===== src/hw/rtl/srhe_pkg.sv =====
// Package for the spinning rotor heading estimator.
// Holds item and result types, mode and register codes, CORDIC constants and rounding helpers.
// No dependencies.
`timescale 1ns / 1ps
package srhe_pkg;

  localparam int MaxBlades = 4;
  localparam int CW        = 37;  // CORDIC x/y width
  localparam int ZW        = 24;  // CORDIC angle width, 2^-20 rad

  localparam logic [1:0] MODE_WAIT    = 2'd0;
  localparam logic [1:0] MODE_CAPTURE = 2'd1;
  localparam logic [1:0] MODE_RUN     = 2'd2;
  localparam logic [1:0] MODE_FAULT   = 2'd3;

  localparam logic [2:0] REG_CAPTURE = 3'd0;
  localparam logic [2:0] REG_BLADES  = 3'd1;
  localparam logic [2:0] REG_OFF0    = 3'd2;
  localparam logic [2:0] REG_OFF1    = 3'd3;
  localparam logic [2:0] REG_OFF2    = 3'd4;
  localparam logic [2:0] REG_OFF3    = 3'd5;

  localparam logic signed [ZW-1:0] PI_A      = 24'sd3294199;
  localparam logic signed [ZW-1:0] HALF_PI_A = 24'sd1647099;
  localparam logic signed [CW-1:0] K30       = 37'sd652032875;
  localparam logic signed [24:0]   RPM_MUL   = 25'sd10013163;

  typedef struct packed {
    logic               attitude_valid;
    logic signed [15:0] quat_w;
    logic signed [15:0] quat_x;
    logic signed [15:0] quat_y;
    logic signed [15:0] quat_z;
    logic signed [23:0] rate_roll;
    logic signed [23:0] rate_pitch;
    logic signed [23:0] rate_yaw;
  } item_t;

  typedef struct packed {
    logic [1:0]         mode_now;
    logic               outputs_valid;
    logic signed [15:0] heading_quat_w;
    logic signed [15:0] heading_quat_z;
    logic signed [23:0] despun_roll;
    logic signed [23:0] despun_pitch;
    logic signed [15:0] spin_rpm;
    logic [1:0]         blade_number;
    logic signed [15:0] blade_azimuth;
    logic               last_of_tick;
  } res_t;

  typedef struct packed {
    logic                 start;
    logic                 vectoring;
    logic signed [CW-1:0] x;
    logic signed [CW-1:0] y;
    logic signed [ZW-1:0] z;
  } cordic_req_t;

  typedef struct packed {
    logic                 done;
    logic signed [ZW-1:0] z;
    logic signed [15:0]   cos;
    logic signed [15:0]   sin;
  } cordic_rsp_t;

  function automatic logic signed [ZW-1:0] atan_tab(input logic [3:0] i);
    logic signed [ZW-1:0] t;
    unique case (i)
      4'd0:    t = 24'sd823550;
      4'd1:    t = 24'sd486170;
      4'd2:    t = 24'sd256879;
      4'd3:    t = 24'sd130396;
      4'd4:    t = 24'sd65451;
      4'd5:    t = 24'sd32757;
      4'd6:    t = 24'sd16383;
      4'd7:    t = 24'sd8192;
      4'd8:    t = 24'sd4096;
      4'd9:    t = 24'sd2048;
      4'd10:   t = 24'sd1024;
      4'd11:   t = 24'sd512;
      4'd12:   t = 24'sd256;
      4'd13:   t = 24'sd128;
      4'd14:   t = 24'sd64;
      default: t = 24'sd32;
    endcase
    return t;
  endfunction

  function automatic logic signed [15:0] ang_q13(input logic signed [ZW-1:0] a);
    logic signed [24:0] t;
    t = (25'(a) + 25'sd64) >>> 7;
    if (t > 25'sd25736) t = 25'sd25736;
    else if (t < -25'sd25736) t = -25'sd25736;
    return 16'(t);
  endfunction

  function automatic logic signed [15:0] rnd_sc(input logic signed [CW-1:0] v);
    logic signed [CW:0] t;
    t = (38'(v) + 38'sd32768) >>> 16;
    if (t > 38'sd16384) t = 38'sd16384;
    else if (t < -38'sd16384) t = -38'sd16384;
    return 16'(t);
  endfunction

  function automatic logic signed [23:0] sat_rate(input logic signed [39:0] acc);
    logic signed [40:0] t;
    t = (41'(acc) + 41'sd8192) >>> 14;
    if (t > 41'sd8388607) t = 41'sd8388607;
    else if (t < -41'sd8388608) t = -41'sd8388608;
    return 24'(t);
  endfunction

endpackage


===== src/hw/rtl/srhe_resq.sv =====
// Result queue: four entries between the sequencer and the output side.
// Depends on srhe_pkg.
`timescale 1ns / 1ps
module srhe_resq import srhe_pkg::*; (
  input  logic clk_i,
  input  logic rst_ni,
  input  logic push_i,
  input  res_t res_i,
  output logic full_o,
  input  logic pop_i,
  output logic empty_o,
  output res_t head_o
);

  res_t       mem_q [4];
  logic [1:0] wp_q, rp_q;
  logic [2:0] cnt_q;
  logic       do_push, do_pop;

  assign full_o  = (cnt_q == 3'd4);
  assign empty_o = (cnt_q == 3'd0);
  assign head_o  = mem_q[rp_q];
  assign do_push = push_i & ~full_o;
  assign do_pop  = pop_i & ~empty_o;

  always_ff @(posedge clk_i or negedge rst_ni) begin
    if (!rst_ni) begin
      wp_q  <= '0;
      rp_q  <= '0;
      cnt_q <= '0;
    end else begin
      if (do_push) wp_q <= wp_q + 2'd1;
      if (do_pop) rp_q <= rp_q + 2'd1;
      cnt_q <= cnt_q + 3'(do_push) - 3'(do_pop);
    end
  end

  always_ff @(posedge clk_i) begin
    if (do_push) mem_q[wp_q] <= res_i;
  end

endmodule


===== config.mk =====
export PLATFORM = sky130hd
export DESIGN_NAME = srhe_resq
export DESIGN_NICKNAME = d
export VERILOG_FILES = /design/src/hw/rtl/srhe_pkg.sv /design/src/hw/rtl/srhe_resq.sv
export SDC_FILE = /design/constraint.sdc
export NUM_CORES = 1
export LEC_CHECK = 0
export ABC_AREA = 1
export BUFFER_PORTS_ARGS = -buffer_cell sky130_fd_sc_hd__buf_4
export CAP_MARGIN = 20
export CORE_MARGIN = 1
export CORE_UTILIZATION = 62
export CTS_CLUSTER_DIAMETER = 120
export DETAILED_ROUTE_END_ITERATION = 8
export GPL_TIMING_DRIVEN = 0
export PLACE_DENSITY = 0.85
export SLEW_MARGIN = 25
export SYNTH_ARGS = -nofsm -noshare
export SYNTH_HDL_FRONTEND = slang
export SYNTH_SLANG_ARGS = --single-unit

===== constraint.sdc =====
create_clock -name clk_i -period 14.54 [get_ports clk_i]
set_clock_uncertainty 0.05 [all_clocks]
set_input_delay 2.181 -clock clk_i [delete_from_list [all_inputs] [get_ports clk_i]]
set_output_delay 2.181 -clock clk_i [all_outputs]
set_load 0.05 [all_outputs]

# [Yosys cells after proc, flatten, opt, wreduce, memory -nomap -nowiden]
# Memories as Yosys holds them, arrays and structs flattened.
# Index checks and enable logic that the tools add are counted.
[word_totals] ff_bits=7 ramBits=472 inputBits=122 out_inout_bits=120 memories=1
[classes] addsub=4 n_eq_ne=1 n_mux=2 n_bitwise=4 reduce_logical=1
[memory_table] name="mem_q" words=4 word_bits=118 read_ports=1 rd_clocked_by_memory_dff=0 write_ports=1 line_no="srhe_resq.sv:15" text="res_t mem_q [4];"
[op_table] op="adder 2 x 1 -> 2 bit, second input constant" count=2
[op_table] op="adder 3 x 1 -> 3 bit" count=1
[op_table] op="== test 3 bit, second input constant" count=1
[op_table] op="logical NOT 3 bit" count=1
[op_table] op="subtractor 3 x 1 -> 3 bit" count=1
[op_table] op="bitwise AND 1 bit" count=2
[op_table] op="two-way mux 1 bit" count=2
[op_table] op="inverter 1 bit" count=2

# [Longest topological paths before layout]
[depth] ltp_word=5 mapped_depth=10 ltp_nobuf=10

# [Worst setup path before layout]
# Ideal clock, no wire load.
[synth_path] path_type="input to register" start="input port push_i" end="memory mem_q[0][0] in the netlist's numbering (enable)" setup_ps=597 arrival_time_ps=7235 required_ps=13893 path_slack_ps=6658 stages=2 cell_sequence="nand2_1 -> nor2_1"
[synth_via] elab_chain_len=3
[synth_rtl] item="start: declaration" line_no="srhe_resq.sv:7" text="input logic push_i,"
[synth_rtl] item="bitwise AND 1 bit" line_no="srhe_resq.sv:23" text="assign do_push = push_i & ~full_o;"
[synth_rtl] item="two-way mux 1 bit" line_no="srhe_resq.sv:39" text="if (do_push) mem_q[wp_q] <= res_i;"
[synth_rtl] item="two-way mux 1 bit (not written as such)" line_no="srhe_resq.sv:39"
[synth_rtl] item="end: declaration" line_no="srhe_resq.sv:15"
# No other way between the ends.

==> results.sh <==
export IMPL_avgViaCountPerCell=5.52
export IMPL_sw_frac_of_total=0.434
export IMPL_finalHoldViolCount=0
export IMPL_synth_edff_count=472
export IMPL_ctsHoldBuffers=0
export IMPL_drt_total_wl_um=44900
export IMPL_synth_area_leader_cell="edfxtp_1"
export IMPL_rows=63
export IMPL_slew_headroom=0.394
export IMPL_clock_power_share=0.202
export IMPL_track_usage=0.288
export IMPL_hpwl_um=28900
export IMPL_finalSetupViolations=0
export IMPL_r2r_start="cnt_q[1]$_DFF_PN0_"
export IMPL_core_sq_um=29900
export IMPL_pwr_share_seq=0.325
export IMPL_antenna_found_initial=1
export IMPL_root_buffer="clkbuf_16"
export IMPL_drc=0
export IMPL_crit_required_ns=12.31
export IMPL_worst_pin_slew_ns=0.910
export IMPL_synth_top_flop_cell="edfxtp_1"
export IMPL_synth_area_per_cell_sq_um=12.2
export IMPL_period_share=0.333
export IMPL_intPower_mw=3.27
export IMPL_placed_area_sq_um=21900
export IMPL_layout_cells_non_filler=2295
export IMPL_grt_pass1_wl_um=67800
export IMPL_clock_latency_ns=0.53
export IMPL_yosys_area_top_type_share=0.747
export IMPL_htreeDepth=2
export IMPL_die_width_um=177
export IMPL_r2r_cells=8
export IMPL_hp_class="register to register"
export IMPL_cts_buffers_inserted=47
export IMPL_outcome="complete, no violations"
export IMPL_reg2reg_slack_ns=11.95
export IMPL_die_area_sq_um=31300
export IMPL_antenna_left=0
export IMPL_hp_start="rp_q[1]$_DFFE_PN0P_"
export IMPL_yosysSeqAreaShare=0.756
export IMPL_worstSetupPathType="register to output pin"
export IMPL_setup_worst_path_start_class="register"
export IMPL_grt_max_degree=24
export IMPL_dp_cells=2208
export IMPL_worstPathArrival_ns=2.62
export IMPL_rsz0062_at_grt="no"
export IMPL_ir_drop_mv=0.176
export IMPL_syn_nets=1682
export IMPL_p_comb_frac=0.473
export IMPL_crit_path_max_fanout=10
export IMPL_cp_end_kind="output pin"
export IMPL_cellPowerDensity_nw_per_um2=247
export IMPL_hold_depth=2
export IMPL_initial_core_util=0.635
export IMPL_finalPower_mw=5.77
export IMPL_ys_warnings_count=0
export IMPL_fin_area_sq_um=23400
export IMPL_via_count=12700
export IMPL_synthTopCellsByArea="edfxtp_1 75%, nand2_1 7.4%, o21ai_0 5.2%"
export IMPL_leakage_nw=9.43
export IMPL_fill_cells=1662
export IMPL_synthArstFlopShare=0.0146
export IMPL_reg2reg_to="mem_q[1][73]$_DFFE_PP_"
export IMPL_routedWlPerCell_um=19.6
export IMPL_fin_crit_ns=4.85
export IMPL_port_buffers=241
export IMPL_layout_drive_gt1_share=0.201
export IMPL_cts_repair_resized=0
export IMPL_grt_pass1_vias=12800
export IMPL_ctsLongestPathBuffers=3
export IMPL_synth_seq_cells=479
export IMPL_gp_congestion=0.786
export IMPL_ios=242
export IMPL_post_route_util=0.784
export IMPL_fp_dieH_um=177
export IMPL_syn_inst=1553
export IMPL_postCtsSetupBuffers=0
export IMPL_drt_initial_drc_count=1078
export IMPL_cts_clk_slew_worst_paths_ns=0.06
export IMPL_drtPass1Iterations=5
export IMPL_switchingPower_mw=2.51
export IMPL_syn_area_sq_um=19000
export IMPL_maxCapViolations=0
export IMPL_clock_fmax_mhz=206
export IMPL_fin_nets=1996
export IMPL_area_growth_synth_to_final_pct=23.4
export IMPL_grt_overflow_total=0
export IMPL_ys_types=18
export IMPL_drv_slew=0
export IMPL_whs_endpoint="rp_q[1]$_DFFE_PN0P_"
export IMPL_cts_tree="yes"
export IMPL_cts_num_sinks=479
export IMPL_setup_tns_ns=0
==> final cells by class <==
class,count,area [sq um],area share
sequential,479,14300,0.613
clock inverter,20,171,0.00732
inverter,134,503,0.0215
multi-input combinational,862,3640,0.155
antenna,2,5.00,0.000214
timing repair buffer,265,2430,0.104
tap,390,488,0.0208
clock buffer,65,1320,0.0562
buffer,78,514,0.0220
==> cells in the mapped netlist, types with 5 or more instances <==
library cell,instances
edfxtp_1,472
nand2_1,373
nor2_1,241
o21ai_0,199
inv_1,133
o21ai_1,37
clkbuf_1,30
buf_6,24
buf_2,15
dfrtp_1,7
ha_1,6
buf_4,5
==> critical path, cell delays in order, from the launching register on <==
cell and delay [ns]:
dfrtp_1 0.38, inv_1 0.09, clkbuf_1 0.69, buf_2 0.40, nor2_1 0.10, o21ai_0 0.12
nand2_1 0.10, buf_4 0.20
==> registers in the layout, indices dropped and copies added (netlist names) <==
name	flops
cnt_q	3
mem_q	472
rp_q	2
wp_q	2
==> worst max path at each step <==
stage / from / endpoint / cells past startpoint
2_1_floorplan: push_i / mem_q[0][0]$_DFFE_PP_ / 2
6_report: rp_q[1]$_DFFE_PN0P_ / head_o[85] / 7
5_1_grt: rp_q[1]$_DFFE_PN0P_ / head_o[58] / 7
3_3_place_gp: push_i / mem_q[3][72]$_DFFE_PP_ / 3
4_1_cts: rp_q[1]$_DFFE_PN0P_ / head_o[16] / 6
3_5_place_dp: rp_q[1]$_DFFE_PN0P_ / head_o[16] / 6
==> cell families after synthesis <==
logic type               share of synthesized area
AND/OR/NAND/NOR                              0.123
flip-flops                                   0.756
AO/OA/AOI/OAI                               0.0622
buffers and inverters                       0.0536
adder cells (fa/ha/maj)                    0.00501
==> per-layer routing <==
metal  wire length, um  up-vias  share of wire  track usage
met2             23000      625           0.51        0.505
met1             16200     6043           0.36        0.346
li1                  -     5878              -            -
met4              1540        0          0.034        0.110
met3              4150      113          0.092       0.0664
met5                 0        -              0            0
==> placed cells by master (no fill, tap or decap), drive strengths merged <==
cell      synthesis  final
edfxtp          472    472
nand2           373    373
buf              45    310
nor2            241    241
o21ai           236    236
inv             134    134
clkbuf           33     98
clkinv            0     15
dfrtp             7      7
ha                6      6
nand3             4      4
bufinv            0      3
diode             0      2
clkinvlp          0      2
nand3b            1      1
fa                1      1
==> metrics by stage <==
step / setup slack (ns) / hold slack, ns
floorplan: 6.66 / 0.391
global placement: 2.95 / 0.408
detailed placement: 10.20 / 0.422
CTS: 9.59 / 0.444
global route: 9.56 / 0.457
finish: 9.69 / 0.443
==> power by group through the flow <==
| stage | logic, mW | clock network, mW | registers (mW) |
|---|---|---|---|
| 2_1_floorplan | 1.76 | 0 | 1.94 |
| 3_3_place_gp | 2.53 | 0 | 1.98 |
| 3_5_place_dp | 2.71 | 0 | 1.90 |
| 4_1_cts | 2.74 | 1.18 | 1.87 |
| 5_1_grt | 2.90 | 1.23 | 1.89 |
| 6_report | 2.73 | 1.17 | 1.88 |
Power figures use the tool's default switching activity.
