<file path="src/hw/rtl/srhe_pkg.sv">
// Package for the spinning rotor heading estimator.
// Holds item and result types, mode and register codes, CORDIC constants and rounding helpers.
// No dependencies.
`timescale 1ns / 1ps
package srhe_pkg;

  localparam int MaxBlades = 4;
  localparam int CW        = 37;  // CORDIC x/y width
  localparam int ZW        = 24;  // CORDIC angle width, 2^-20 rad

  localparam logic [1:0] MODE_WAIT    = 2'd0;
  localparam logic [1:0] MODE_CAPTURE = 2'd1;
  localparam logic [1:0] MODE_RUN     = 2'd2;
  localparam logic [1:0] MODE_FAULT   = 2'd3;

  localparam logic [2:0] REG_CAPTURE = 3'd0;
  localparam logic [2:0] REG_BLADES  = 3'd1;
  localparam logic [2:0] REG_OFF0    = 3'd2;
  localparam logic [2:0] REG_OFF1    = 3'd3;
  localparam logic [2:0] REG_OFF2    = 3'd4;
  localparam logic [2:0] REG_OFF3    = 3'd5;

  localparam logic signed [ZW-1:0] PI_A      = 24'sd3294199;
  localparam logic signed [ZW-1:0] HALF_PI_A = 24'sd1647099;
  localparam logic signed [CW-1:0] K30       = 37'sd652032875;
  localparam logic signed [24:0]   RPM_MUL   = 25'sd10013163;

  typedef struct packed {
    logic               attitude_valid;
    logic signed [15:0] quat_w;
    logic signed [15:0] quat_x;
    logic signed [15:0] quat_y;
    logic signed [15:0] quat_z;
    logic signed [23:0] rate_roll;
    logic signed [23:0] rate_pitch;
    logic signed [23:0] rate_yaw;
  } item_t;

  typedef struct packed {
    logic [1:0]         mode_now;
    logic               outputs_valid;
    logic signed [15:0] heading_quat_w;
    logic signed [15:0] heading_quat_z;
    logic signed [23:0] despun_roll;
    logic signed [23:0] despun_pitch;
    logic signed [15:0] spin_rpm;
    logic [1:0]         blade_number;
    logic signed [15:0] blade_azimuth;
    logic               last_of_tick;
  } res_t;

  typedef struct packed {
    logic                 start;
    logic                 vectoring;
    logic signed [CW-1:0] x;
    logic signed [CW-1:0] y;
    logic signed [ZW-1:0] z;
  } cordic_req_t;

  typedef struct packed {
    logic                 done;
    logic signed [ZW-1:0] z;
    logic signed [15:0]   cos;
    logic signed [15:0]   sin;
  } cordic_rsp_t;

  function automatic logic signed [ZW-1:0] atan_tab(input logic [3:0] i);
    logic signed [ZW-1:0] t;
    unique case (i)
      4'd0:    t = 24'sd823550;
      4'd1:    t = 24'sd486170;
      4'd2:    t = 24'sd256879;
      4'd3:    t = 24'sd130396;
      4'd4:    t = 24'sd65451;
      4'd5:    t = 24'sd32757;
      4'd6:    t = 24'sd16383;
      4'd7:    t = 24'sd8192;
      4'd8:    t = 24'sd4096;
      4'd9:    t = 24'sd2048;
      4'd10:   t = 24'sd1024;
      4'd11:   t = 24'sd512;
      4'd12:   t = 24'sd256;
      4'd13:   t = 24'sd128;
      4'd14:   t = 24'sd64;
      default: t = 24'sd32;
    endcase
    return t;
  endfunction

  function automatic logic signed [15:0] ang_q13(input logic signed [ZW-1:0] a);
    logic signed [24:0] t;
    t = (25'(a) + 25'sd64) >>> 7;
    if (t > 25'sd25736) t = 25'sd25736;
    else if (t < -25'sd25736) t = -25'sd25736;
    return 16'(t);
  endfunction

  function automatic logic signed [15:0] rnd_sc(input logic signed [CW-1:0] v);
    logic signed [CW:0] t;
    t = (38'(v) + 38'sd32768) >>> 16;
    if (t > 38'sd16384) t = 38'sd16384;
    else if (t < -38'sd16384) t = -38'sd16384;
    return 16'(t);
  endfunction

  function automatic logic signed [23:0] sat_rate(input logic signed [39:0] acc);
    logic signed [40:0] t;
    t = (41'(acc) + 41'sd8192) >>> 14;
    if (t > 41'sd8388607) t = 41'sd8388607;
    else if (t < -41'sd8388608) t = -41'sd8388608;
    return 24'(t);
  endfunction

endpackage

</file>
<file path="src/hw/rtl/srhe_cordic.sv">
// Iterative CORDIC, 16 iterations, vectoring (atan2) or rotation (sin/cos).
// Depends on srhe_pkg.
`timescale 1ns / 1ps
module srhe_cordic import srhe_pkg::*; (
  input  logic        clk_i,
  input  logic        rst_ni,
  input  cordic_req_t req_i,
  output cordic_rsp_t rsp_o
);

  logic signed [CW-1:0] x_q, y_q, dx, dy;
  logic signed [ZW-1:0] z_q, tab;
  logic [3:0]           cnt_q;
  logic                 busy_q, done_q, vec_q, neg_q, zero_q, up;
  logic signed [15:0]   c_r, s_r;

  assign dx  = y_q >>> cnt_q;
  assign dy  = x_q >>> cnt_q;
  assign tab = atan_tab(cnt_q);
  assign up  = vec_q ? (y_q > 0) : (z_q < 0);

  always_ff @(posedge clk_i or negedge rst_ni) begin
    if (!rst_ni) begin
      busy_q <= 1'b0;
      done_q <= 1'b0;
      cnt_q  <= 4'd0;
    end else begin
      done_q <= 1'b0;
      if (req_i.start) begin
        busy_q <= 1'b1;
        cnt_q  <= 4'd0;
      end else if (busy_q) begin
        cnt_q <= cnt_q + 4'd1;
        if (cnt_q == 4'd15) begin
          busy_q <= 1'b0;
          done_q <= 1'b1;
        end
      end
    end
  end

  always_ff @(posedge clk_i) begin
    if (req_i.start) begin
      vec_q <= req_i.vectoring;
      if (req_i.vectoring) begin
        neg_q  <= 1'b0;
        zero_q <= (req_i.x == 0) && (req_i.y == 0);
        if (req_i.x < 0 && req_i.y >= 0) begin
          x_q <= req_i.y;
          y_q <= -req_i.x;
          z_q <= HALF_PI_A;
        end else if (req_i.x < 0) begin
          x_q <= -req_i.y;
          y_q <= req_i.x;
          z_q <= -HALF_PI_A;
        end else begin
          x_q <= req_i.x;
          y_q <= req_i.y;
          z_q <= '0;
        end
      end else begin
        zero_q <= 1'b0;
        x_q    <= K30;
        y_q    <= '0;
        if (req_i.z > HALF_PI_A) begin
          z_q   <= req_i.z - PI_A;
          neg_q <= 1'b1;
        end else if (req_i.z < -HALF_PI_A) begin
          z_q   <= req_i.z + PI_A;
          neg_q <= 1'b1;
        end else begin
          z_q   <= req_i.z;
          neg_q <= 1'b0;
        end
      end
    end else if (busy_q) begin
      if (up) begin
        x_q <= x_q + dx;
        y_q <= y_q - dy;
        z_q <= z_q + tab;
      end else begin
        x_q <= x_q - dx;
        y_q <= y_q + dy;
        z_q <= z_q - tab;
      end
    end
  end

  assign c_r = rnd_sc(x_q);
  assign s_r = rnd_sc(y_q);

  always_comb begin
    rsp_o.done = done_q;
    rsp_o.z    = zero_q ? '0 : z_q;
    rsp_o.cos  = neg_q ? -c_r : c_r;
    rsp_o.sin  = neg_q ? -s_r : s_r;
  end

endmodule

</file>
<file path="config.mk">
export PLATFORM = sky130hd
export DESIGN_NAME = srhe_cordic
export DESIGN_NICKNAME = d
export VERILOG_FILES = /design/src/hw/rtl/srhe_pkg.sv /design/src/hw/rtl/srhe_cordic.sv
export SDC_FILE = /design/constraint.sdc
export NUM_CORES = 1
export LEC_CHECK = 0
export BUFFER_PORTS_ARGS = -buffer_cell sky130_fd_sc_hd__buf_2
export CAP_MARGIN = 20
export CELL_PAD_IN_SITES_DETAIL_PLACEMENT = 1
export CELL_PAD_IN_SITES_GLOBAL_PLACEMENT = 2
export CORE_MARGIN = 10
export CORE_UTILIZATION = 34
export DETAILED_ROUTE_END_ITERATION = 8
export HOLD_SLACK_MARGIN = 0.12
export PLACE_DENSITY_LB_ADDON = 0.1
export SLEW_MARGIN = 20
export SYNTH_ARGS = -nofsm -noshare
export SYNTH_HDL_FRONTEND = slang
export SYNTH_SLANG_ARGS = --single-unit
</file>
<file path="constraint.sdc">
create_clock -name clk_i -period 6.89 [get_ports clk_i]
set_input_delay 0.3445 -clock clk_i [delete_from_list [all_inputs] [get_ports clk_i]]
set_output_delay 0.3445 -clock clk_i [all_outputs]
set_load 0.005 [all_outputs]
</file>
# --- Word-level counts from Yosys, hierarchy flattened ---
# Memory sizes are Yosys's and may differ from the RTL's.
# Index checks and enable logic that the tools add are counted.
op_classes:
  magnitude_cmp: 10
  n_eq_ne: 1
  n_mux: 38
  n_addsub: 15
  n_reduce_logical: 5
  shift: 2
ops:
  columns: ["operator", "count"]
  rows:
  - ["$mux 37", 12]
  - ["$mux 24", 9]
  - ["$mux 16", 6]
  - ["$add 37x17->38 const B", 2]
  - ["$add 37x37->37", 2]
  - ["$logic_not 37->1", 2]
  - ["$neg 37->37", 2]
  - ["$sshr 37x4->37", 2]
  - ["$sub 37x37->37", 2]
  - ["$gt 22x16->1 const B", 2]
  - ["$lt 22x15->1 const B", 2]
  - ["$ge 37x1->1 const B", 1]
  - ["$gt 37x1->1 const B", 1]
  - ["$lt 37x1->1 const B", 1]
  - ["$neg 16->16", 2]
  - ["$add 24x23->24 const B", 1]
  - ["$add 24x24->24", 1]
  - ["$gt 24x22->1 const B", 1]
  - ["$lt 24x1->1 const B", 1]
  - ["$lt 24x22->1 const B", 1]
  - ["$sub 24x23->24 const B", 1]
  - ["$sub 24x24->24", 1]
  - ["$mux 1", 9]
  - ["$mux 4", 2]
  - ["other kinds (4)", 5]
word_totals:
  regBits: 107
  memories: 1
  inputBits: 102
  out_inout_bits: 57
  romBits: 320
  word_cells: 81
mem_list:
  columns: ["memory", "depth", "word_bits", "rd", "rd_clocked_by_memory_dff", "write_ports", "line", "source"]
  rows:
  - ["(no name shown)", 16, 20, 1, 0, 0, "srhe_pkg.sv:69", "unique case (i)"]

# --- Longest topological paths before layout ---
# Gate-level depths: netlist of run 1.
logic_depth:
  depth_word: 6
  mapped_depth: 32
  ltp_nobuf: 23

# --- Worst setup path before layout of run 1 ---
# OpenSTA, ideal clock, no wires.
synth_timing:
  path_type: "register -> register"
  start: "register cnt_q[2]"
  end: "register y_q[36], data pin"
  required_ns: 6.619
  stages_incl_launch_ff: 30
  n_path_buf: 9
  t_arrival_ns: 6.253
  period_less_slack_ns: 6.524
  setup_time_ns: 0.271
  slack_ns: 0.366
  path_cell_list: "dfrtp_1 buf_2 buf_2 buf_2 buf_2 buf_1 clkbuf_1 clkbuf_1 clkbuf_1 a31o_2 ha_1 nand2_1 or4_1 a21boi_2 nand2_1 or4_1 buf_2 nand2_1 xor2_1 ha_1 and2_1 a221oi_1 o22ai_1 nor3_1 o32ai_1 a41oi_1 o21ai_0 o41ai_1 xnor2_1 o22ai_1"
synth_between:
  elab_chain_cells: 5
  elab_cells_between_ends: 6
  cone_classes: "add/sub: 2; shift: 1; mux: 3"
synth_rtl:
  columns: ["item", "line", "source"]
  rows:
  - ["start, declared", "srhe_cordic.sv:13", "logic [3:0] cnt_q;"]
  - ["start signal, assigned", "srhe_cordic.sv:33", "cnt_q <= cnt_q + 4'd1;"]
  - ["$sshr 37x4->37 *", "srhe_cordic.sv:18", "assign dy = x_q >>> cnt_q;"]
  - ["$add 37x37->37 or $sub 37x37->37 (tied branches)", "srhe_cordic.sv:83, srhe_cordic.sv:79", null]
  - ["$mux 37 *", "srhe_cordic.sv:77", "if (up) begin"]
  - ["$mux 37 *", "srhe_cordic.sv:76", "end else if (busy_q) begin"]
  - ["$mux 37 *", "srhe_cordic.sv:43", "if (req_i.start) begin"]
  - ["end signal, assigned", "srhe_cordic.sv:50", "y_q <= -req_i.x;"]
  - ["end signal, assigned", "srhe_cordic.sv:79", "y_q <= y_q - dy;"]
  - ["end signal, assigned", "srhe_cordic.sv:83", "y_q <= y_q + dy;"]
  - ["end, declared", "srhe_cordic.sv:11", "logic signed [CW-1:0] x_q, y_q, dx, dy;"]
# Every way passes the cells marked *; elsewhere a longest branch is shown, timed or not. The select of a mux whose other input is x is not followed.
# A chain may end at the register's enable or synchronous reset.

# --- Final worst setup path of run 1 ---
layout_timing:
  start: "register cnt_q[0]"
  end: "register x_q[25], data pin"
layout_between:
  elab_chain_cells: 5
  elab_cells_between_ends: 6
  cone_classes: "add/sub: 2; shift: 1; mux: 3"
layout_rtl:
  columns: ["item", "line", "source"]
  rows:
  - ["$sshr 37x4->37 *", "srhe_cordic.sv:17", "assign dx = y_q >>> cnt_q;"]
  - ["$sub 37x37->37 or $add 37x37->37 (tied branches)", "srhe_cordic.sv:82, srhe_cordic.sv:78", null]
  - ["$mux 37 *", "srhe_cordic.sv:77", null]
  - ["$mux 37 *", "srhe_cordic.sv:76", null]
  - ["$mux 37 *", "srhe_cordic.sv:43", null]
  - ["end signal, assigned", "srhe_cordic.sv:49", "x_q <= req_i.y;"]
  - ["end signal, assigned", "srhe_cordic.sv:78", "x_q <= x_q + dx;"]
  - ["end signal, assigned", "srhe_cordic.sv:82", "x_q <= x_q - dx;"]
  - ["end, declared", "srhe_cordic.sv:11", null]
# Marks and branches as above.

==> results of run 1 <==
==> how the worst max path moves through the flow <==
stage                               startpoint                end  depth (start not counted)
final                     cnt_q[0]$_DFFE_PN0P_  x_q[25]$_DFFE_PP_                         18
after global routing      cnt_q[0]$_DFFE_PN0P_  x_q[35]$_DFFE_PP_                         23
after detailed placement  cnt_q[1]$_DFFE_PN0P_  y_q[36]$_DFFE_PP_                         23
after CTS                 cnt_q[1]$_DFFE_PN0P_  y_q[36]$_DFFE_PP_                         23
after global placement    cnt_q[1]$_DFFE_PN0P_  y_q[36]$_DFFE_PP_                         23
after floorplan           cnt_q[2]$_DFFE_PN0P_  y_q[36]$_DFFE_PP_                         29
==> through the flow <==
step | area (µm²) | hold WS [ps] | util, %
5_1_grt | 23600 | 330 | 37.4
3_5_place_dp | 23200 | 231 | 36.8
3_3_place_gp | 23200 | 231 | 36.8
4_1_cts | 23600 | 318 | 37.4
2_1_floorplan | 21600 | 48.9 | -
6_report | 23600 | 331 | 37.4
==> worst max-delay path: stages, from the launching register on <==
cell      delay, ps
dfrtp_4         680
buf_4           320
mux4_2          540
mux4_2          470
or2_0           210
a211oi_1        450
and4b_1         340
a31oi_1         150
xor2_1          590
ha_1            420
and2_1          220
and4_1          230
a32oi_1         380
a21oi_1         190
a221o_1         380
a21o_1          180
a21oi_1         190
xor2_1          220
o21ai_0         100
==> layout by cell type, fill, tap and decap left out, types with 32 or more instances in the layout <==
| cell type | netlist | layout |
|---|---|---|
| xnor2_1 | 166 | 166 |
| nor2b_1 | 43 | 43 |
| nand2_1 | 262 | 262 |
| or3_1 | 35 | 35 |
| nand2b_1 | 39 | 39 |
| edfxtp_1 | 101 | 101 |
| inv_1 | 72 | 72 |
| nand4_1 | 35 | 35 |
| a21oi_1 | 199 | 199 |
| nand3_1 | 80 | 80 |
| buf_2 | 18 | 157 |
| o22ai_1 | 60 | 60 |
| xor2_1 | 134 | 134 |
| o21ai_0 | 223 | 223 |
| mux4_2 | 88 | 88 |
| nor2_1 | 205 | 204 |
| mux2i_1 | 74 | 73 |
| a21o_1 | 47 | 47 |
| buf_4 | 8 | 81 |
| a31oi_1 | 32 | 32 |
| nor3_1 | 52 | 52 |
| ha_1 | 114 | 114 |
| a22oi_1 | 33 | 33 |
==> layer usage <==
| metal | global-route usage [%] | part of all wire, % | up-vias |
|---|---|---|---|
| met5 | 0 | 0 | - |
| met4 | 6.07 | 2.1 | 0 |
| met3 | 4.05 | 7.1 | 105 |
| met2 | 37.0 | 43 | 780 |
| met1 | 35.7 | 48 | 11300 |
| li1 | - | - | 10400 |
==> kinds of logic after synthesis <==
group / after synthesis
buffers and inverters: 280
XOR/XNOR: 301
flip-flops: 107
adder cells (fa/ha/maj): 117
AND/OR/NAND/NOR: 909
AO/OA/AOI/OAI: 840
multiplexers: 200
==> layout make-up <==
type / count / share of cell area, %
clock inverters: 4 / 0.419
inverters: 76 / 1.21
repair buffers: 244 / 6.33
clock buffers: 12 / 1.04
flip-flops and latches: 107 / 13.5
multi-input cells: 2367 / 73.0
well taps: 846 / 4.48
==> cells in the mapped netlist (15+ instances only) <==
| master | n | area (µm²) |
|---|---|---|
| a211oi_1 | 23 | 173 |
| a21o_1 | 47 | 353 |
| a21oi_1 | 199 | 996 |
| a22oi_1 | 33 | 248 |
| a31oi_1 | 32 | 200 |
| and2_1 | 28 | 175 |
| and3_1 | 27 | 169 |
| buf_1 | 19 | 71.3 |
| buf_2 | 18 | 90.1 |
| buf_6 | 15 | 169 |
| clkbuf_1 | 142 | 533 |
| edfxtp_1 | 101 | 3030 |
| ha_1 | 114 | 1430 |
| inv_1 | 72 | 270 |
| mux2_2 | 24 | 270 |
| mux2i_1 | 74 | 741 |
| mux4_2 | 88 | 1980 |
| nand2_1 | 262 | 983 |
| nand2b_1 | 39 | 244 |
| nand3_1 | 80 | 400 |
| nand4_1 | 35 | 219 |
| nor2_1 | 205 | 769 |
| nor2b_1 | 43 | 269 |
| nor3_1 | 52 | 260 |
| nor4_1 | 25 | 156 |
| o21a_1 | 16 | 120 |
| o21ai_0 | 223 | 1120 |
| o21bai_1 | 16 | 120 |
| o22ai_1 | 60 | 375 |
| o31ai_1 | 22 | 165 |
| or3_1 | 35 | 219 |
| xnor2_1 | 166 | 1450 |
| xor2_1 | 134 | 1170 |
==> sequential cells by signal, summed over array words and instances, names as in the netlist <==
name    flops
cnt_q       4
busy_q      1
neg_q       1
x_q        37
y_q        37
zero_q      1
vec_q       1
done_q      1
z_q        24
==> what timing repair did <==
action                                  4_1_cts  5_1_grt
setup buffers                                 0        2
hold buffers                                  1        0
gates resized for setup                       0        2
endpoints found under the hold margin         6        0
endpoints found under the setup margin        0        5
==> power by group <==
part           switching (mW)  leakage, nW  internal, mW
logic                    6.99         7.76          4.89
clock network           0.285        0.167         0.368
registers               0.736         1.16          1.25
==> metrics.md, run 1 <==
| Metric | Value |
|---|---|
| Post-synthesis sequential area ratio | 14.7% |
| Core Footprint | 63,100 µm² |
| Xor and xnor fraction of the mapped netlist area | 12.3% |
| Overall Global Routing Usage | 24.6% |
| Critical path type | reg -> reg |
| Unrepaired setup endpoints after global routing | false |
| Final HPWL DP | 75.4 mm |
| Worst reg2reg setup slack | 300 ps |
| Area delta synth->final | 9.17% |
| FF-to-FF path depth | 18 |
| Hold/Removal Path Class | in -> reg |
| Min cycle time layout | 6590 ps |
| Run status | completed |
| Final setup margin | 304 ps |
| Nets@finish | 3,024 |
| GP Congestion | 0.925 |
| Initial core utilization | 34.3% |
| Layout cell share with drive strength beyond 1 | 15.1% |
| Post-synthesis cell area | 21,600 µm² |
| Final Hold Vio Count | 0 |
| Overflow after GRT | 0 |
| Fill cell count | 7,784 |
| Die W | 272 µm |
| Max cap viols | 0 |
| CTS clock-pin slew for the worst setup and hold paths | 80 ps |
| Row count | 92 |
| Vias | 22,600 |
| Clk root buf | clkbuf_16 |
| First-pass GRT wire length | 143 mm |
| Die ar. | 74,100 µm² |
| Post-route ant nets | 0 |
| Antenna Cells | 0 |
| Skew final | 15.7 ps |
| Boundary Pins | 159 |
| EDFF count, synth | 101 |
| Synth unique cells | 103 |
| CTS tree | yes |
| Worst-path maximum fanout | 28 |
| Setup TNS | 0 ps |
| Synth Area in Adders | 6.87% |
| Die Ht | 272 µm |
| Num CTS Buffers | 9 |
| Placed insts | 3,637 |
| Endpoints failing setup | 0 |
| Ys async rst share | 5.61% |
| Via density | 6.17 |
| Max Slew Vio Count | 0 |
| Max clock buf depth | 2 |
| Mux contribution to synthesized area | 14.8% |
| Synthesized net count | 2,973 |
| Post-synthesis compound-gate area fraction | 24.9% |
| Depth of the CTS H-tree | 3 |
| Crit path capture type | flop |
| Min-delay src | req_i[96] |
| Vias in the first global route | 22,800 |
| CTS sink count | 107 |
| Final Power | 14.5 mW |
| Area taken by multi-input logic gates | 17,200 µm² |
| Max VDD drop | 0.196 mV |
| Synth Register Bits | 107 |
| Hold path cells | 2 |
| Worst Path Arrival | 6690 ps |
| R2R Path End | x_q[25]$_DFFE_PP_ |
| Largest net degree at the start of global routing | 122 |
| Dpl ws | 331 ps |
| DR iter-0 viols | 1,831 |
| Startpoint types | flop |
| Period utilisation layout | 95.6% |
| Port bufs | 158 |
| PD cells | 615 nW/µm² |
| Post-Syn Instances | 2,754 |
| Mean Syn Cell Area | 7.85 µm² |
| Initial antenna violation count | 2 |
| WL/cell | 25.8 µm |
| WL final | 94.5 mm |
| Final cell count without fillers | 3,656 |
| Slew headroom | 27.6% |
| Simple-gate share of the synthesized area | 20.8% |
| Max frequency | 0.152 GHz |
| Hold Path End | zero_q$_SDFFCE_PN0P_ |
| Clk_lat worst skew | 390 ps |
| Residual DRC | 0 |
| Dominant synthesized flop cell | edfxtp_1 |
| Yosys warns | 0 |
| Largest family of logic cells by synthesized area | compound AO/OA/AOI/OAI gates |
| TritonRoute pass-1 iters | 5 |
| Static Leakage | 9.09 nW |
| Sequential Area | 3200 µm² |
| WP data required | 7000 ps |
| R2R Path Start | cnt_q[0]$_DFFE_PN0P_ |
| Worst-margin pin slew | 1080 ps |
Note: power is estimated with default switching activity, not from simulation.
==> inputs of run 2 (changes only) <==
Settings changed: CORE_ASPECT_RATIO set to 0.6.
==> run 2 against run 1 <==
Final cell count is 0.49% higher. Clock-buffer cell count is 3 lower. Die area is 0.45% higher. Clock skew hardly changed. Routed wire length is 10% higher. Register-to-register slack better by 20 ps. Sequential share of layout area is 0.061 points lower. Fmax is 0.23% higher. Combinational power is 5% higher. Total power is 4.3% higher. Non-clock buffer count is 25 higher. Critical endpoint is now x_q[28]$_DFFE_PP_. Largest cell class unchanged.
==> metrics.md, run 2 (synthesis gave the netlist of run 1 again) <==
| Metric | Value |
|---|---|
| R2R Path End | x_q[28]$_DFFE_PP_ |
| WP data required | 7030 ps (+30 ps) |
| Critical path type | reg -> reg |
| Clock power share | 3.7% (-0.8 points) |
| Final Util | 37.8% (+0.33 points) |
| Max VDD drop | 0.302 mV (+54%) |
| Static Leakage | 9.18 nW (+1.0%) |
| DR iter-0 viols | 2,569 (+40%) |
| Num CTS Buffers | 9 (unchanged) |
| Worst-path maximum fanout | 18 (-36%) |
| Overflow after GRT | 0 (unchanged) |
| Post-DP Area | 23,400 µm² (+0.67%) |
| Skew final | 15.8 ps (+0.0985 ps) |
| Crit path capture type | flop |
| TritonRoute pass-1 iters | 5 (unchanged) |
| Commonest non-fill, non-tap cell in the layout | nand2_1 |
| Area delta synth->final | 9.67% |
| Sequential power share | 13.6% (about the same) |
| Antenna Cells | 0 (unchanged) |
| R2R Path Start | y_q[4]$_DFFE_PP_ |
| Depth of the CTS H-tree | 3 (unchanged) |
| Clk_lat worst skew | 410 ps (+20 ps) |
| Worst reg2reg setup slack | 320 ps (+20 ps) |
| Min cycle time layout | 6570 ps (-15.1 ps) |
| WL/cell | 28.4 µm (+9.7%) |
| Worst Path Arrival | 6710 ps (+20 ps) |
| Final cell count without fillers | 3,674 (+0.49%) |
| Post-route ant nets | 0 (unchanged) |
| Largest net degree at the start of global routing | 120 (-1.6%) |
| Sequential Area | 3200 µm² (unchanged) |
| Worst-margin pin slew | 1020 ps (-56.2 ps) |
| FF-to-FF path depth | 18 (unchanged) |
| Switch share | 56.4% (+1.3 points) |
| Period utilisation layout | 95.4% (-0.22 points) |
| Boundary Pins | 159 (unchanged) |
| GP Congestion | 0.947 (+2.3%) |
| Startpoint types | flop |
| Hold/Removal Path Class | in -> async |
| Endpoints failing setup | 0 (unchanged) |
| Die W | 346 µm (+27%) |
| CTS sink count | 107 (unchanged) |
| Max frequency | 0.152 GHz (+0.23%) |
| Placed insts | 3,655 (+0.49%) |
| Finished Cell Area | 23,700 µm² (+0.45%) |
| Row count | 71 (-23%) |
| Via density | 6.35 (+2.9%) |
| PD cells | 638 nW/µm² (+3.8%) |
| WL final | 104 mm (+10%) |
| First-pass GRT wire length | 154 mm (+7.9%) |
| Initial antenna violation count | 4 (+2) |
| Max clock buf depth | 2 (unchanged) |
| Unrepaired setup endpoints after global routing | false |
| Die Ht | 215 µm (-21%) |
| Layout cell share with drive strength beyond 1 | 15.9% (+0.78 points) |
| CTS clock-pin slew for the worst setup and hold paths | 90 ps (about the same) |
| Final Hold Vio Count | 0 (unchanged) |
| Psw | 8.55 mW (+6.7%) |
| Most frequent cells in the layout | 262 x nand2_1, 223 x o21ai_0, 204 x nor2_1, 199 x a21oi_1, 166 x xnor2_1 |
| CTS tree | yes |
| Run status | completed |
| Vias | 23,300 (+3.4%) |
| Max Slew Vio Count | 0 (unchanged) |
| Largest regs | x_q (37), y_q (37), z_q (24) |
| Final HPWL DP | 84.0 mm (+11%) |
| Initial core utilization | 34.4% (+0.15 points) |
| Die ar. | 74,400 µm² (+0.45%) |
| Vias in the first global route | 22,900 (+0.43%) |
| Slew headroom | 32.0% (+4.4 points) |
| Core Footprint | 62,800 µm² (-0.43%) |
| Setup TNS | 0 ps (unchanged) |
| Max cap viols | 0 (unchanged) |
| Area taken by multi-input logic gates | 17,200 µm² (about the same) |
| Clk root buf | clkbuf_16 |
| Port bufs | 158 (unchanged) |
| Nets@finish | 3,049 (+0.83%) |
| Internal power | 6.60 mW (+1.3%) |
| Fill cell count | 7,622 (-2.1%) |
| Comb pwr share | 82.7% (+0.9 points) |
| Residual DRC | 0 (unchanged) |
| Overall Global Routing Usage | 26.6% (+2.0 points) |
==> run 2: power groups by stage <==
stage	clock, mW	sequential, mW	combinational, mW
final	0.563	2.06	12.5
after global placement	0	1.99	11.9
after global routing	0.591	2.05	13.6
after CTS	0.572	1.98	12.2
after detailed placement	0	2.00	12.1
after floorplan	0	1.46	8.56
==> run 2: how the worst max path moves through the flow <==
stage	slack (ps)	end	from
final	320	x_q[28]$_DFFE_PP_	y_q[4]$_DFFE_PP_
after global routing	7	x_q[28]$_DFFE_PP_	cnt_q[0]$_DFFE_PN0P_
after CTS	280	x_q[28]$_DFFE_PP_	cnt_q[3]$_DFFE_PN0P_
after detailed placement	310	x_q[28]$_DFFE_PP_	cnt_q[3]$_DFFE_PN0P_
after global placement	450	y_q[36]$_DFFE_PP_	cnt_q[1]$_DFFE_PN0P_
after floorplan	370	y_q[36]$_DFFE_PP_	cnt_q[2]$_DFFE_PN0P_
==> run 2: final cells by class <==
cell class / instances / share of cell area, %
flip-flops and latches: 107 / 13.5
repair buffers: 269 / 7.06
clock inverters: 7 / 0.248
clock buffers: 9 / 0.949
inverters: 76 / 1.20
well taps: 839 / 4.43
multi-input cells: 2367 / 72.6
==> run 2: stage by stage <==
stage | power [mW] | setup WS [ps] | hold slack [ps]
floorplan | 10.0 | 366 | 48.9
global placement | 13.9 | 454 | 177
detailed placement | 14.1 | 310 | 178
CTS | 14.7 | 278 | 285
global route | 16.2 | 6.99 | 310
finish | 15.1 | 319 | 293
==> run 2: routing by layer <==
layer,global-route usage [%],part of all wire (%)
met5,1.31,0.16
met4,3.77,1.1
met3,9.28,11
met2,35.2,38
met1,40.6,49
==> run 2: critical path, cell delays in order (launching register included) <==
cell and delay [ps]:
edfxtp_1 560, nor4_1 650, nand4_1 210, nor2_1 330
a31oi_1 280, mux2i_4 620, buf_4 360, o21ai_0 220
fa_1 470, a21oi_1 290, o221ai_1 290, a31oi_1 480
nand4b_1 220, a21boi_0 420, o21ai_0 260, a21oi_1 220
o21bai_1 90, xnor2_1 190, o22ai_1 100
==> run 2: what timing repair did <==
action / in CTS / in global routing
buffers inserted: 0 / 2
hold buffers: 1 / 0
setup endpoints to repair: 0 / 5
resized for setup: 0 / 3
hold endpoints to repair: 6 / 0
